### src/sv/tsm_pkg.sv
// Shared types and constants for the typed stack machine core.
// Depends on nothing; imported by the divider, control, datapath, top level and checker.
package tsm_pkg;

	localparam int STACK_DEPTH_DEF   = 64;
	localparam int LOCAL_SLOTS_DEF   = 16;
	localparam int POSITION_BITS_DEF = 16;
	localparam int BIN_OPERANDS      = 2;
	localparam int DATA_W            = 32;
	localparam int ENTRY_W           = DATA_W + 1;

	localparam logic [4:0] OP_PUSHINT  = 5'd0;
	localparam logic [4:0] OP_PUSHBOOL = 5'd1;
	localparam logic [4:0] OP_POP      = 5'd2;
	localparam logic [4:0] OP_LOAD     = 5'd3;
	localparam logic [4:0] OP_STORE    = 5'd4;
	localparam logic [4:0] OP_JUMP     = 5'd5;
	localparam logic [4:0] OP_JIF      = 5'd6;
	localparam logic [4:0] OP_RET      = 5'd7;
	localparam logic [4:0] OP_EQ       = 5'd8;
	localparam logic [4:0] OP_NE       = 5'd9;
	localparam logic [4:0] OP_EQI      = 5'd10;
	localparam logic [4:0] OP_NEI      = 5'd11;
	localparam logic [4:0] OP_LTI      = 5'd12;
	localparam logic [4:0] OP_GTI      = 5'd13;
	localparam logic [4:0] OP_LEI      = 5'd14;
	localparam logic [4:0] OP_GEI      = 5'd15;
	localparam logic [4:0] OP_ADD      = 5'd16;
	localparam logic [4:0] OP_SUB      = 5'd17;
	localparam logic [4:0] OP_MUL      = 5'd18;
	localparam logic [4:0] OP_DIV      = 5'd19;
	localparam logic [4:0] OP_MOD      = 5'd20;
	localparam logic [4:0] OP_NEG      = 5'd21;
	localparam logic [4:0] OP_NOT      = 5'd22;
	localparam logic [4:0] OP_AND      = 5'd23;
	localparam logic [4:0] OP_OR       = 5'd24;

	localparam logic [3:0] ST_OK     = 4'd0;
	localparam logic [3:0] ST_UNDER  = 4'd1;
	localparam logic [3:0] ST_TYPE   = 4'd2;
	localparam logic [3:0] ST_DIVZ   = 4'd3;
	localparam logic [3:0] ST_MODZ   = 4'd4;
	localparam logic [3:0] ST_LOCAL  = 4'd5;
	localparam logic [3:0] ST_OVER   = 4'd6;
	localparam logic [3:0] ST_UNSUP  = 4'd7;
	localparam logic [3:0] ST_HALTED = 4'd8;

	typedef struct packed {
		logic accept;
		logic decode;
		logic exec;
		logic fin;
		logic rf_read;
		logic rf_load;
		logic out_load;
	} tsm_cmd_t;

	typedef struct packed {
		logic div;
		logic refill;
		logic div_done;
	} tsm_stat_t;

endpackage

### src/sv/tsm_ctrl.sv
// Sequencing state machine of the typed stack machine core.
// Uses tsm_pkg command and status structs.
module tsm_ctrl (
	input  logic               clk,
	input  logic               arst_n,
	input  logic               in_valid,
	output logic               in_ready,
	output logic               out_valid,
	input  logic               out_ready,
	output tsm_pkg::tsm_cmd_t  cmd,
	input  tsm_pkg::tsm_stat_t stat
);
	import tsm_pkg::*;

	typedef enum logic [7:0] {
		S_IDLE = 8'b0000_0001,
		S_DEC  = 8'b0000_0010,
		S_EXEC = 8'b0000_0100,
		S_DIV  = 8'b0000_1000,
		S_FIN  = 8'b0001_0000,
		S_RF1  = 8'b0010_0000,
		S_RF2  = 8'b0100_0000,
		S_OUT  = 8'b1000_0000
	} state_t;

	state_t state_q, state_d;
	logic   out_valid_q;
	logic   out_free;

	assign out_free = !out_valid_q || out_ready;
	assign in_ready = (state_q == S_IDLE);
	assign out_valid = out_valid_q;

	always_comb begin
		cmd = '0;
		cmd.accept   = (state_q == S_IDLE) && in_valid;
		cmd.decode   = (state_q == S_DEC);
		cmd.exec     = (state_q == S_EXEC);
		cmd.fin      = (state_q == S_FIN);
		cmd.rf_read  = (state_q == S_RF1);
		cmd.rf_load  = (state_q == S_RF2);
		cmd.out_load = (state_q == S_OUT) && out_free;
	end

	always_comb begin
		state_d = state_q;
		case (state_q)
			S_IDLE: begin
				if (in_valid) state_d = S_DEC;
			end
			S_DEC:  state_d = S_EXEC;
			S_EXEC: begin
				if (stat.div) state_d = S_DIV;
				else if (stat.refill) state_d = S_RF1;
				else state_d = S_OUT;
			end
			S_DIV: begin
				if (stat.div_done) state_d = S_FIN;
			end
			S_FIN:  state_d = S_OUT;
			S_RF1:  state_d = S_RF2;
			S_RF2:  state_d = S_OUT;
			S_OUT: begin
				if (out_free) state_d = S_IDLE;
			end
			default: state_d = S_IDLE;
		endcase
	end

	always_ff @(posedge clk or negedge arst_n) begin
		if (!arst_n) begin
			state_q     <= S_IDLE;
			out_valid_q <= 1'b0;
		end else begin
			state_q <= state_d;
			if (cmd.out_load) out_valid_q <= 1'b1;
			else if (out_ready) out_valid_q <= 1'b0;
		end
	end
endmodule

### config.mk
export PLATFORM = sky130hd
export DESIGN_NAME = tsm_ctrl
export DESIGN_NICKNAME = d
export VERILOG_FILES = /design/src/sv/tsm_pkg.sv /design/src/sv/tsm_ctrl.sv
export SDC_FILE = /design/constraint.sdc
export NUM_CORES = 1
export LEC_CHECK = 0
export ABC_AREA = 1
export BUFFER_PORTS_ARGS = -buffer_cell sky130_fd_sc_hd__buf_2
export CAP_MARGIN = 20
export CORE_MARGIN = 1.5
export CORE_UTILIZATION = 40
export CTS_CLUSTER_DIAMETER = 50
export CTS_CLUSTER_SIZE = 8
export DETAILED_ROUTE_END_ITERATION = 6
export PLACE_DENSITY_LB_ADDON = 0.05
export SETUP_SLACK_MARGIN = 0.3
export SYNTH_ARGS = -nofsm -noshare
export SYNTH_HDL_FRONTEND = slang
export SYNTH_SLANG_ARGS = --single-unit
### constraint.sdc
create_clock -name clk -period 1.29 [get_ports clk]
set_input_delay 0.3225 -clock clk [delete_from_list [all_inputs] [get_ports clk]]
set_output_delay 0.3225 -clock clk [all_outputs]
set_load 0.01 [all_outputs]
==> flow_summary.ini <==
[status]
status = finished, violations left
violations = negative setup slack

[pwr]
powerDensity_nw_per_um2 = 1680
internal_power_uw = 1100
power_frac_seq = 0.222
p_sw_uw = 755
sw_frac_of_total = 0.406
power_frac_comb = 0.658
power.share.clock = 0.120
p_leak_uw = 0.000575
max-vdd-ir-drop_uv = 1080

[logic_synthesis]
synth_flop_cell = dfrtp_1
synth_area_um2 = 568
syn_inst = 78
yosysUniqueCellTypes = 17
synth_top_area_share = 0.352
yosysWarnings = 0
synth_edf_count = 0
ys_ff_latch = 9
syn_nets = 85
avgSynthCellArea_um2 = 7.28
yosys.area.top_type = dfrtp_1
synth-seq-area-share = 0.399
synth_area_leaders = dfrtp_1, nor2_1, nand2_1
ys_async_sr_fraction = 1.00

[placed_design]
gp_congestion = 0.653
dpl.hpwl_um = 1000
place_inst = 119
post_dp_cell_area_um2 = 802
io_buffers = 15

[flow_run]
max_cap_viol_count = 0

[critical_path]
crit_type = reg -> out
critPathCaptureType = output pin
arrival_ps = 1290
startpoint_type = flop
critPathMaxFanout = 3
critical_path_required_ps = 970

[timing]
worst-slew-pin-transition_ps = 280
whs_ps = 238
rsz0062_at_grt = yes
slew_headroom = 0.813
min_period_ps = 1610
fin_skew_ps = 3.30
timing.final.ws_setup_ps = -325
max_freq_ghz = 0.619
finalSetupViolCount = 13
hold_viol_final = 0
timing.final.max_slew_violations = 0
period_share = 1.25

[floorplan]
initial_utilization = 0.431
die-width_um = 40.7
dieHeight_um = 40.7
die-area_um2 = 1660
rows = 13
coreArea_um2 = 1320
io_pins = 16

[clocking]
cts_max_path_buffers = 2
cts.sinks = 9
numCtsBuffers = 3
cts-htree-levels = 1
cts.clk_slew.worst_paths_ps = 60
clk_latency_ps = 260
root_buffer = clkbuf_4
cts_tree = built

[cells_and_area]
fin_cells = 139
final_cell_mix = buf_6, buf_4, nor2_1, nor2_4
num-fill-cells = 84
syn_to_final_growth_pct = 94.7
nNetsFinal = 132
drive_above_1_share = 0.653
num_antenna_cells = 0
design_area_um2 = 1110
final_common_cell = buf_6

[grt]
antenna_found_initial = 0
grt_pass1_vias = 565
track_usage = 0.210
grt_remaining_overflow = 0
grt_pass1_wl_um = 2170
grt_max_degree = 10

[route]
via_per_inst = 4.65
routedWlPerCell_um = 11.7
initialDrtViolationCount = 10
wirelength_um = 1620
vias = 647
route.detailed.drc = 0
dr.pass1.iters = 2
drtAntennaViolNets = 0

[min_path]
hold_class = in -> reg
-- sequential cells by signal (all words and copies together) (netlist names) --
name	cells
out_valid	1
state_q	8
-- cell usage after synthesis, types with 2 or more instances --
master   count
inv_1       13
nor2_1      17
nor2_4       3
nand2_4      2
nand3_1      3
inv_2        3
dfrtp_1      8
nor2_2       7
nand2_1     14
-- power by group through the flow --
stage	Sequential, uW	Combinational, uW	Clock, uW
finish	412	1220	223
global route	418	1310	239
CTS	412	1070	218
detailed placement	414	833	0
global placement	411	817	0
floorplan	405	500	0
-- timing repair --
action,4_1_cts,5_1_grt
hold buffers,1,0
gates resized for setup,19,18
hold endpoints to repair,8,0
pin swaps,16,16
setup endpoints to repair,17,18
buffers inserted,8,7
-- final timing paths --
path / to / cells past startpoint / slack [ps] / startpoint
min in group asynchronous: out_valid$_DFFE_PN0P_ / 2 / 440 / arst_n
setup / recovery: cmd[1] / 5 / -320 / state_q[2]$_DFFE_PN0P_
hold reg to reg: out_valid$_DFFE_PN0P_ / 2 / 530 / out_valid$_DFFE_PN0P_
max in group asynchronous: state_q[0]$_DFFE_PN1P_ / 2 / 610 / arst_n
setup reg to reg: state_q[0]$_DFFE_PN1P_ / 11 / -260 / state_q[0]$_DFFE_PN1P_
hold / removal: out_valid$_DFFE_PN0P_ / 2 / 240 / out_ready
-- per-stage QoR --
step	util	power [uW]	TNS [ps]	setup slack (ps)
2_1_floorplan	-	905	0	64.4
3_3_place_gp	0.609	1230	-133	-57.4
3_5_place_dp	0.609	1250	-227	-75.7
4_1_cts	0.743	1700	-2800	-325
5_1_grt	0.840	1970	-4180	-384
6_report	0.840	1860	-3530	-325
-- kinds of logic after synthesis --
logic type	count (synthesis)	share of synthesized area
buf+inv	16	0.106
flops	9	0.399
simple gates	49	0.447
compound gates	4	0.0485
-- worst max-delay path, cell delays in order, from the launching register on --
cell and delay [ps]:
dfrtp_1 420, nor2_4 150, nand2_4 90, buf_12 140, nor2_4 110, buf_6 110
-- final cells by class --
cell class | instances | area, um2 | area share
Timing Repair Buffer | 42 | 374 | 0.338
Multi-Input combinational cell | 53 | 394 | 0.356
Sequential cell | 9 | 228 | 0.206
Clock buffer | 4 | 26.3 | 0.0238
Inverter | 16 | 65.1 | 0.0588
Tap cell | 15 | 18.8 | 0.0170
-- per-layer routing --
layer	global-route usage	vias up	share of wire
li1	-	328	-
met1	0.234	302	0.39
met2	0.385	13	0.56
met3	0.0163	4	0.026
met4	0.125	0	0.015
met5	0	-	0
(Power assumes the default switching activity.)
